<file path="src/rtl/mt_pkg.sv">
// Shared types, constants and codes for the MT19937 word generator.
`timescale 1ns / 1ps

package mt_pkg;

    localparam int unsigned STATE_SIZE   = 624;
    localparam int unsigned TWIST_OFFSET = 397;
    localparam int unsigned ADDR_W       = 10;
    localparam int unsigned WORD_W       = 32;

    typedef logic [ADDR_W-1:0] t_addr;
    typedef logic [WORD_W-1:0] t_word;

    localparam t_addr LAST_ADDR = t_addr'(STATE_SIZE - 1);

    localparam t_word MATRIX_A  = 32'h9908_B0DF;
    localparam t_word INIT_MULT = 32'd1812433253;
    localparam t_word TEMPER_B  = 32'h9D2C_5680;
    localparam t_word TEMPER_C  = 32'hEFC6_0000;
    localparam t_word RESET_SEED = 32'd5489;

    typedef enum logic [1:0] {
        ST_FILL,
        ST_PRIME,
        ST_READY
    } t_state;

    // Access bundle from the controller to the state memory
    typedef struct packed {
        logic  we;
        t_addr waddr;
        t_word wdata;
        logic  re;
        t_addr raddr_a;
        t_addr raddr_b;
    } t_ram_req;

endpackage

</file>
<file path="src/rtl/mt_twist_unit.sv">
// Twist of one state entry and tempering of the new word.
`timescale 1ns / 1ps

module mt_twist_unit (
    input  mt_pkg::t_word i_cur,
    input  mt_pkg::t_word i_nxt,
    input  mt_pkg::t_word i_far,
    output mt_pkg::t_word o_new_word,
    output mt_pkg::t_word o_tempered
);
    import mt_pkg::*;

    t_word mix;
    t_word shifted;
    t_word new_word;
    t_word t1;
    t_word t2;
    t_word t3;

    // Combine high bit of this entry with low bits of the next
    assign mix      = {i_cur[31], i_nxt[30:0]};
    assign shifted  = (mix >> 1) ^ (mix[0] ? MATRIX_A : '0);
    assign new_word = i_far ^ shifted;

    // Temper
    assign t1 = new_word ^ (new_word >> 11);
    assign t2 = t1 ^ ((t1 << 7) & TEMPER_B);
    assign t3 = t2 ^ ((t2 << 15) & TEMPER_C);

    assign o_new_word = new_word;
    assign o_tempered = t3 ^ (t3 >> 18);

endmodule

</file>
<file path="config.mk">
export PLATFORM = sky130hd
export DESIGN_NAME = mt_twist_unit
export DESIGN_NICKNAME = d
export VERILOG_FILES = /design/src/rtl/mt_pkg.sv /design/src/rtl/mt_twist_unit.sv
export SDC_FILE = /design/constraint.sdc
export NUM_CORES = 1
export LEC_CHECK = 0
export BUFFER_PORTS_ARGS = -buffer_cell sky130_fd_sc_hd__buf_2
export CORE_ASPECT_RATIO = 0.75
export CORE_MARGIN = 2
export CORE_UTILIZATION = 32
export DETAILED_ROUTE_END_ITERATION = 6
export PLACE_DENSITY_LB_ADDON = 0.2
export RECOVER_POWER = 50
export SLEW_MARGIN = 30
export SYNTH_ARGS = -nofsm -noshare
export SYNTH_HDL_FRONTEND = slang
export SYNTH_SLANG_ARGS = --single-unit
</file>
<file path="constraint.sdc">
create_clock -name vclk -period 2.2
set_clock_uncertainty 0.15 [all_clocks]
set_input_delay 0.11 -clock vclk [all_inputs]
set_output_delay 0.11 -clock vclk [all_outputs]
set_load 0.05 [all_outputs]
</file>
---- Yosys cells after proc, flatten, opt, wreduce, memory -nomap -nowiden ----
Cells that the tools add are included.
word-level totals
  register bits after elaboration ......... 0
  output and inout bits ................... 64
  word-level logic and storage cells ...... 7
operators by class
  muxes and demuxes ....................... 1
  bitwise gates (word level) .............. 6
operator list
  operator                                 count
  32-bit XOR                               3
  32-bit 2-to-1 mux                        1
  31-bit by 32-bit XOR with 32-bit output  1
  32-bit by 14-bit XOR with 32-bit output  1
  32-bit by 21-bit XOR with 32-bit output  1

---- Logic depth before layout (Yosys ltp) ----
Gate-level depths: netlist of the first run.
  depth in word-level cells ............... 7
  depth in mapped cells ................... 5
  depth with buffers taken out ............ 4

---- Worst setup path after synthesis of the first run ----
No wires, ideal clock.
  path kind ............................... input -> output
  from .................................... input i_nxt[17]
  to ...................................... output o_tempered[9]
  arrival time ............................ 2,994 ps
  required time ........................... 1,940 ps
  path slack .............................. -1,054 ps
  cell stages on the path ................. 4
  path buffers ............................ 0
  path through ............................ xor2_1 xnor2_1 xor3_1 xnor2_1
between the ends
  cells in the longest elaborated chain, start to end .. 6
RTL lines
  what                                     line                 text
  start: declaration                       mt_twist_unit.sv:6   input mt_pkg::t_word i_nxt,
  31-bit by 32-bit XOR with 32-bit output  mt_twist_unit.sv:22  assign shifted = (mix >> 1) ^ (mix[0] ? MATRIX_A : '0);
  32-bit XOR                               mt_twist_unit.sv:23  assign new_word = i_far ^ shifted;
  32-bit by 21-bit XOR with 32-bit output  mt_twist_unit.sv:26  assign t1 = new_word ^ (new_word >> 11);
  32-bit XOR                               mt_twist_unit.sv:27  assign t2 = t1 ^ ((t1 << 7) & TEMPER_B);
  32-bit XOR                               mt_twist_unit.sv:28  assign t3 = t2 ^ ((t2 << 15) & TEMPER_C);
  32-bit by 14-bit XOR with 32-bit output  mt_twist_unit.sv:31  assign o_tempered = t3 ^ (t3 >> 18);
  end: declaration                         mt_twist_unit.sv:9   output mt_pkg::t_word o_tempered
No other way between the ends.

---- Worst setup path after layout of the first run ----
  from .................................... input i_nxt[0]
  to ...................................... output o_tempered[9]
between the ends
  cells in the longest elaborated chain, start to end .. 7
RTL lines
  what                                     line
  32-bit 2-to-1 mux                        mt_twist_unit.sv:22
  31-bit by 32-bit XOR with 32-bit output  mt_twist_unit.sv:22
  32-bit XOR                               mt_twist_unit.sv:23
  32-bit by 21-bit XOR with 32-bit output  mt_twist_unit.sv:26
  32-bit XOR                               mt_twist_unit.sv:27
  32-bit XOR                               mt_twist_unit.sv:28
  32-bit by 14-bit XOR with 32-bit output  mt_twist_unit.sv:31
No other way between the ends.

==> results.py, run 1 <==
metrics = {
    "run_status": {
        "outcome": "finished clean",
    },
    "synth": {
        "post_synthesis_xor_xnor_area_fraction_pct": 95.9,
        "synth_area_um2": 1130,
        "synthAdderAreaFrac_pct": 0,
        "synth.yosys.seq_area_share_pct": 0,
        "complex_gate_fraction_of_the_synthesized_area_pct": 0,
        "fraction_of_the_mapped_netlist_area_in_simple_logic_gates_pct": 0,
        "dominant_combinational_cell_family_by_area_after_synthesis": "XOR/XNOR gates",
        "post_synth_mux_area_share_pct": 0,
        "number_of_warnings_printed_during_yosys_synthesis": 0,
        "syn_inst": 113,
        "synth.lib_cells_used.distinct": 10,
        "syn_area_per_cell_um2": 10.0,
        "synthesis.nets": 209,
    },
    "route": {
        "dr.pass1.iters": 4,
        "route.detailed.wl_per_inst_um": 11.1,
        "vias": 1217,
        "detail_route.drc_violations": 0,
        "postRouteAntennaNets": 0,
        "dr.first_iter.drc_count": 14,
        "totalWireLength_um": 3260,
        "vias_per_cell": 4.15,
    },
    "worst_setup_path": {
        "worst_setup_path_end_kind": "output pin",
        "crit_required_ns": 1.94,
        "worst-endpoint-arrival_ns": 1.84,
        "critical_path.startpoint_type": "input port",
        "critPathMaxFanout": 8,
        "criticalPathCategory": "input port to output pin",
    },
    "cts": {
        "postCtsSetupBuffers": 0,
    },
    "worst_hold_path": {
        "holdCritPathClass": "input port to output pin",
    },
    "power": {
        "post-layout-total-power_mw": 3.12,
        "ir_drop_mv": 0.792,
        "leakage_component_of_the_power_nw": 1.15,
        "power.density_cell_area_nw_per_um2": 1350,
    },
    "finish": {
        "area_growth_syn_to_layout_pct": 104,
        "antennaDiodeCount": 0,
        "post_layout_cell_count": 293,
        "nets": 351,
        "final_area_um2": 2310,
        "post_route_cells_drive_above_1_share_pct": 64.8,
        "area.sequential_um2": 0,
        "n_sequential_cell": 0,
        "clkbuf_count": 0,
    },
    "timing": {
        "final-setup-viol-count": 0,
        "tightestPinTransition_ns": 0.640,
        "finalHoldViolCount": 0,
        "layout_worst_path_cycle_share_pct": 95.5,
        "maxSlewHeadroom_pct": 57.0,
        "totalNegativeSetupSlack_ns": 0,
        "fmax_ghz": 0.476,
        "worst_slack_ns": 0.0988,
        "final_period_minus_worst_setup_slack_ns": 2.10,
        "rsz0062_at_grt": "no",
        "report.final.slew_viol_count": 0,
    },
    "global_routing": {
        "first_pass_grt_wire_length_um": 5110,
        "grt_pass1_vias": 1249,
        "grt_start_max_net_pins": 9,
        "globalRouteTotalUtil_pct": 15.3,
        "initial_antenna_violation_count": 0,
        "grt-ovfl-total": 0,
    },
    "floorplanning": {
        "num_rows": 18,
        "io_pins": 160,
        "floorplan.core_area_um2": 3330,
        "die_h_um": 55.5,
        "floorplan.initialDensity_pct": 33.9,
        "chipWidth_um": 72.7,
        "fp.dieArea_um2": 4030,
    },
    "placed_design": {
        "place_ws_ns": -0.00108,
        "io_port_bufs": 128,
        "dp_hpwl_um": 3100,
        "postPlaceCellArea_um2": 2330,
        "placedCellCount": 293,
        "routabilityCongestion": 0.759,
    },
    "run": {
        "drv_cap": 0,
    },
}
## power by group
part	total (mW)	leakage (nW)	internal, mW	switching [mW]
Combinational	3.12	1.15	0.979	2.14
Clock	0	0	0	0
Sequential	0	0	0	0
## stage by stage
step / utilization [%] / hold slack [ns]
floorplan: - / 0.196
global placement: 69.8 / 0.441
detailed placement: 69.8 / 0.443
CTS: 70.0 / 0.444
global route: 69.3 / 0.539
finish: 69.3 / 0.522
## final timing paths
path	startpoint	end	slack, ns	depth (start not counted)
worst min-delay path	i_far[17]	o_new_word[17]	0.52	3
worst max-delay path	i_nxt[0]	o_tempered[9]	0.1	6
## critical path: stages
cell	delay [ns]
sky130_fd_sc_hd__buf_2	0.18
sky130_fd_sc_hd__xor3_2	0.48
sky130_fd_sc_hd__xor3_1	0.37
sky130_fd_sc_hd__xor3_2	0.29
sky130_fd_sc_hd__xnor2_4	0.16
sky130_fd_sc_hd__clkbuf_4	0.25
## cell families after synthesis
family | Yosys count
buffers and inverters | 10
XOR/XNOR | 103
## placed cells by master, fill, tap and decap left out, drive strengths merged
cell    Yosys  routed
buf         2     113
clkbuf      0      29
inv         8       8
xnor2      59      59
xnor3       6       6
xor2       33      33
xor3        5       5
## cell type report
cell class         instances  area (um^2)
multi-input cells        103         1520
fillers                  283         1020
repair buffers           142          713
well taps                 40         50.0
inverters                  8         30.0
## layer usage
metal | GRT usage, % | vias up | wire [um] | share of wire, %
met5 | 0 | - | 0 | 0
met4 | 1.85 | 0 | 17 | 0.52
met3 | 0.730 | 2 | 240 | 7.4
met2 | 31.6 | 67 | 1780 | 54
met1 | 17.3 | 544 | 1230 | 38
li1 | - | 604 | - | -
## repair_timing
action                                  in CTS  in global routing
endpoints found under the setup margin       1                  4
gates resized for setup                      1                  4
hold buffers                                 0                  0
pin swaps                                    0                  1
## cells in the mapped netlist, drive strengths merged
| cell type | number | share of area, % |
|---|---|---|
| xor2 | 33 | 26 |
| inv | 8 | 2.7 |
| xnor2 | 59 | 47 |
| buf | 2 | 1.4 |
| xnor3 | 6 | 12 |
| xor3 | 5 | 11 |
No activity file was read; power rests on OpenSTA's default activity.
==> inputs of run 2 (changes only) <==
clock period = 2.4 ns   (was 2.2 ns; I/O delays follow)
==> run 2 against run 1 <==
Non-clock buffer count down 9. Largest power group unchanged. Final cell count down 3.1%. Total power down 16%. Worst hold slack better by 0.021 ns. Global-route usage down 1.4 points.
==> results.py, run 2 (same netlist as run 1, synthesis figures left out) <==
metrics = {
    "timing": {
        "maxSlewHeadroom_pct": 60.2,
        "final_period_minus_worst_setup_slack_ns": 2.21,
        "tightestPinTransition_ns": 0.593,
        "post_route_worst_hold_slack_ns": 0.543,
        "report.final.slew_viol_count": 0,
        "fmax_ghz": 0.453,
        "final-setup-viol-count": 0,
        "rsz0062_at_grt": "no",
        "layout_worst_path_cycle_share_pct": 92.0,
        "finalHoldViolCount": 0,
    },
    "run": {
        "drv_cap": 0,
    },
    "route": {
        "postRouteAntennaNets": 0,
        "totalWireLength_um": 2950,
        "dr.first_iter.drc_count": 12,
        "vias_per_cell": 4.05,
        "dr.pass1.iters": 4,
        "route.detailed.wl_per_inst_um": 10.4,
        "detail_route.drc_violations": 0,
        "vias": 1150,
    },
    "floorplanning": {
        "chipWidth_um": 72.7,
        "floorplan.core_area_um2": 3330,
        "fp.dieArea_um2": 4030,
        "floorplan.initialDensity_pct": 33.9,
        "io_pins": 160,
        "die_h_um": 55.5,
        "num_rows": 18,
    },
    "power": {
        "power.internal_uw": 750,
        "seqPwrFrac_pct": 0,
        "leakage_component_of_the_power_nw": 1.02,
        "power.clock.fraction_pct": 0,
        "pwr-share-comb_pct": 100.0,
        "power.density_cell_area_nw_per_um2": 1280,
        "p_sw_share_pct": 71.4,
        "switchingPower_mw": 1.87,
        "ir_drop_mv": 0.834,
    },
    "finish": {
        "most_frequent_standard_cell_in_the_layout_excluding_fill_and_tap_cells": "sky130_fd_sc_hd__buf_2",
        "area.sequential_um2": 0,
        "antennaDiodeCount": 0,
        "area_growth_syn_to_layout_pct": 81.1,
        "layout.cells.most_common_list": "100 x sky130_fd_sc_hd__buf_2, 46 x sky130_fd_sc_hd__xnor2_1, 29 x sky130_fd_sc_hd__clkbuf_1, 17 x sky130_fd_sc_hd__xor2_2, 15 x sky130_fd_sc_hd__xor2_1",
        "nets": 342,
        "finish.utilization_pct": 61.4,
        "n_sequential_cell": 0,
        "post_route_cells_drive_above_1_share_pct": 56.1,
        "clkbuf_count": 0,
    },
    "global_routing": {
        "grt-ovfl-total": 0,
        "first_pass_grt_wire_length_um": 4670,
        "globalRouteTotalUtil_pct": 13.9,
        "grt_start_max_net_pins": 9,
        "grt_pass1_vias": 1120,
        "initial_antenna_violation_count": 0,
    },
    "placed_design": {
        "routabilityCongestion": 0.730,
        "dp_hpwl_um": 2720,
        "io_port_bufs": 128,
    },
    "worst_hold_path": {
        "holdCritPathClass": "input port to output pin",
    },
    "worst_setup_path": {
        "crit_required_ns": 2.13,
        "criticalPathCategory": "input port to output pin",
        "worst-endpoint-arrival_ns": 1.94,
        "critical_path.startpoint_type": "input port",
        "worst_setup_path_end_kind": "output pin",
        "critPathMaxFanout": 8,
    },
    "run_status": {
        "outcome": "finished clean",
    },
    "cts": {
        "post_cts_resize_count": 0,
        "postCtsSetupBuffers": 0,
        "post_cts_hold_buffer_count": 0,
    },
}
run 2: changes by cell type in the layout (fill, tap and decap cells not counted), sizes merged:
cell	delta
buf	-9
run 2: area by class of cell:
type	instances	area, um^2
inverters	8	30.0
repair buffers	133	639
well taps	40	50.0
multi-input cells	103	1330
fillers	309	1280
run 2: path summary, 6_finish.rpt:
check | slack (ns) | from | to | depth (start not counted)
worst min-delay path | 0.54 | i_far[5] | o_new_word[5] | 3
worst max-delay path | 0.19 | i_nxt[0] | o_tempered[19] | 6
run 2: stage by stage:
stage          std cells  power [mW]  instance area, um^2  setup slack (ns)  TNS, ns
6_report             284        2.63                 2050             0.192        0
5_1_grt              284        2.74                 2050            0.0458        0
4_1_cts              284        2.66                 2090             0.167        0
3_5_place_dp         284        2.65                 2090             0.176        0
3_3_place_gp         284        2.65                 2090             0.170        0
2_1_floorplan        113        2.17                 1380            -0.265   -0.335
run 2: power groups by stage:
stage / registers (mW) / clock network [mW] / logic (mW)
final: 0 / 0 / 2.63
after global routing: 0 / 0 / 2.74
after CTS: 0 / 0 / 2.66
after detailed placement: 0 / 0 / 2.65
after global placement: 0 / 0 / 2.65
after floorplan: 0 / 0 / 2.17
run 2: worst max-delay path, cell delays in order:
cell                     delay, ns
sky130_fd_sc_hd__buf_2        0.18
sky130_fd_sc_hd__xor3_1       0.50
sky130_fd_sc_hd__xor2_1       0.33
sky130_fd_sc_hd__xor2_1       0.39
sky130_fd_sc_hd__xor2_2       0.15
sky130_fd_sc_hd__buf_2        0.27
run 2: metal layers:
metal | track usage [%] | wire (um) | vias to the layer above
li1 | - | - | 588
met1 | 16.5 | 1210 | 499
met2 | 28.8 | 1490 | 63
met3 | 0.365 | 246 | 0
met4 | 0 | 0 | 0
met5 | 0 | 0 | -
==> inputs of run 3 (changes only) <==
SETUP_SLACK_MARGIN = 0.2   (was not set)
==> run 3 against run 2 <==
Setup slack improved by 0.040 ns. Worst hold slack improved by 0.0031 ns. Global-route usage increased by 0.90 points. Non-clock buffer count increased by 4. Sequential cell count unchanged. Largest cell class unchanged. Largest power group unchanged.
==> results.py, run 3 (same netlist as run 1, synthesis figures left out) <==
metrics = {
    "timing": {
        "worst_slack_ns": 0.231,
        "fmax_ghz": 0.461,
        "maxSlewHeadroom_pct": 57.0,
        "tightestPinTransition_ns": 0.640,
        "layout_worst_path_cycle_share_pct": 90.4,
        "finalHoldViolCount": 0,
        "rsz0062_at_grt": "no",
        "report.final.slew_viol_count": 0,
        "final-setup-viol-count": 0,
        "final_period_minus_worst_setup_slack_ns": 2.17,
    },
    "route": {
        "totalWireLength_um": 3020,
        "dr.pass1.iters": 3,
        "dr.first_iter.drc_count": 11,
        "postRouteAntennaNets": 0,
        "vias_per_cell": 4.16,
        "route.detailed.wl_per_inst_um": 10.5,
        "vias": 1199,
        "detail_route.drc_violations": 0,
    },
    "global_routing": {
        "globalRouteTotalUtil_pct": 14.8,
        "first_pass_grt_wire_length_um": 4990,
        "grt-ovfl-total": 0,
        "grt_start_max_net_pins": 8,
        "grt_pass1_vias": 1114,
        "initial_antenna_violation_count": 0,
    },
    "worst_hold_path": {
        "min-delay-start": "i_far[17]",
        "holdCritPathClass": "input port to output pin",
    },
    "floorplanning": {
        "num_rows": 18,
        "floorplan.core_area_um2": 3330,
        "chipWidth_um": 72.7,
        "die_h_um": 55.5,
        "fp.dieArea_um2": 4030,
        "floorplan.initialDensity_pct": 33.9,
        "io_pins": 160,
    },
    "worst_setup_path": {
        "cp_slowest_cell": "sky130_fd_sc_hd__xor3_1",
        "critical_path.startpoint": "i_nxt[0]",
        "critPathMostFrequentCell": "sky130_fd_sc_hd__xor3_1",
        "worst_setup_path_end_kind": "output pin",
        "critPathMaxFanout": 7,
        "cp_cell_sequence": "buf_2 -> xor3_1 -> xor3_1 -> xor3_2 -> xnor2_4 -> buf_4",
        "worst-endpoint-arrival_ns": 1.90,
        "crit_path_max_incr_delay_ns": 0.53,
        "critical_path.startpoint_type": "input port",
        "criticalPathCategory": "input port to output pin",
        "crit_required_ns": 2.13,
    },
    "finish": {
        "finish.utilization_pct": 69.2,
        "num-fill-cells": 287,
        "nets": 346,
        "antennaDiodeCount": 0,
        "multi_input_area_um2": 1550,
        "layout.cells.most_common_list": "98 x sky130_fd_sc_hd__buf_2, 36 x sky130_fd_sc_hd__xnor2_1, 28 x sky130_fd_sc_hd__clkbuf_1, 18 x sky130_fd_sc_hd__xnor2_2, 14 x sky130_fd_sc_hd__xor2_2",
        "n_sequential_cell": 0,
        "clkbuf_count": 0,
        "most_frequent_standard_cell_in_the_layout_excluding_fill_and_tap_cells": "sky130_fd_sc_hd__buf_2",
        "area.sequential_um2": 0,
        "area_growth_syn_to_layout_pct": 104,
        "final_area_um2": 2310,
        "post_layout_cell_count": 288,
        "post_route_cells_drive_above_1_share_pct": 63.7,
    },
    "power": {
        "switchingPower_mw": 1.96,
        "leakage_component_of_the_power_nw": 1.13,
        "seqPwrFrac_pct": 0,
        "power.density_cell_area_nw_per_um2": 1240,
        "power.clock.fraction_pct": 0,
        "power.internal_uw": 898,
        "pwr-share-comb_pct": 100.0,
        "ir_drop_mv": 0.643,
        "p_sw_share_pct": 68.6,
    },
    "placed_design": {
        "io_port_bufs": 128,
        "placedCellCount": 288,
        "dp_hpwl_um": 2860,
        "postPlaceCellArea_um2": 2300,
        "place_ws_ns": 0.160,
        "routabilityCongestion": 0.721,
    },
    "cts": {
        "postCtsSetupBuffers": 0,
        "post_cts_hold_buffer_count": 0,
    },
    "run": {
        "drv_cap": 0,
    },
    "run_status": {
        "outcome": "finished clean",
    },
}
-- run 3: cell count changes in the layout (fill, tap and decap cells not counted), sizes merged --
| cell | before | now |
|---|---|---|
| buf | 104 | 108 |
-- run 3: metrics by stage --
stage          TNS [ns]  total power [mW]  hold WS, ns
5_1_grt               0              2.99        0.565
2_1_floorplan    -0.131              2.33        0.216
3_5_place_dp          0              2.85        0.463
6_report              0              2.86        0.546
4_1_cts               0              2.88        0.464
3_3_place_gp          0              2.83        0.462
-- run 3: path summary, 6_finish.rpt --
| path | to | slack, ns | depth (start not counted) |
|---|---|---|---|
| worst max-delay path | o_tempered[9] | 0.23 | 6 |
| worst min-delay path | o_new_word[17] | 0.55 | 3 |
-- run 3: worst max-delay path, delay by kind of cell --
family    cells  cell delay, ns
xor+xnor      4            1.38
buf+inv       2            0.38
-- run 3: power groups by stage --
stage | Combinational (mW) | Sequential, mW | Clock [mW]
after floorplan | 2.33 | 0 | 0
after global placement | 2.83 | 0 | 0
after detailed placement | 2.85 | 0 | 0
after CTS | 2.88 | 0 | 0
after global routing | 2.99 | 0 | 0
final | 2.86 | 0 | 0
-- run 3: layer usage --
layer	part of all wire (%)	vias to the layer above	wire length, um	track usage [%]
met4	0	0	0	0
li1	-	600	-	-
met3	12	0	349	2.92
met2	52	61	1570	27.7
met5	0	-	0	0
met1	37	538	1100	18.7
-- run 3: final cells by class --
class,instances,share of cell area (%)
multi-input combinational,103,67.1
timing repair buffer,137,29.4
tap,40,2.17
inverter,8,1.30
-- run 3: repair_timing --
action	in CTS	in global routing
pin swaps	0	0
endpoints found under the setup margin	2	8
resized for setup	2	7
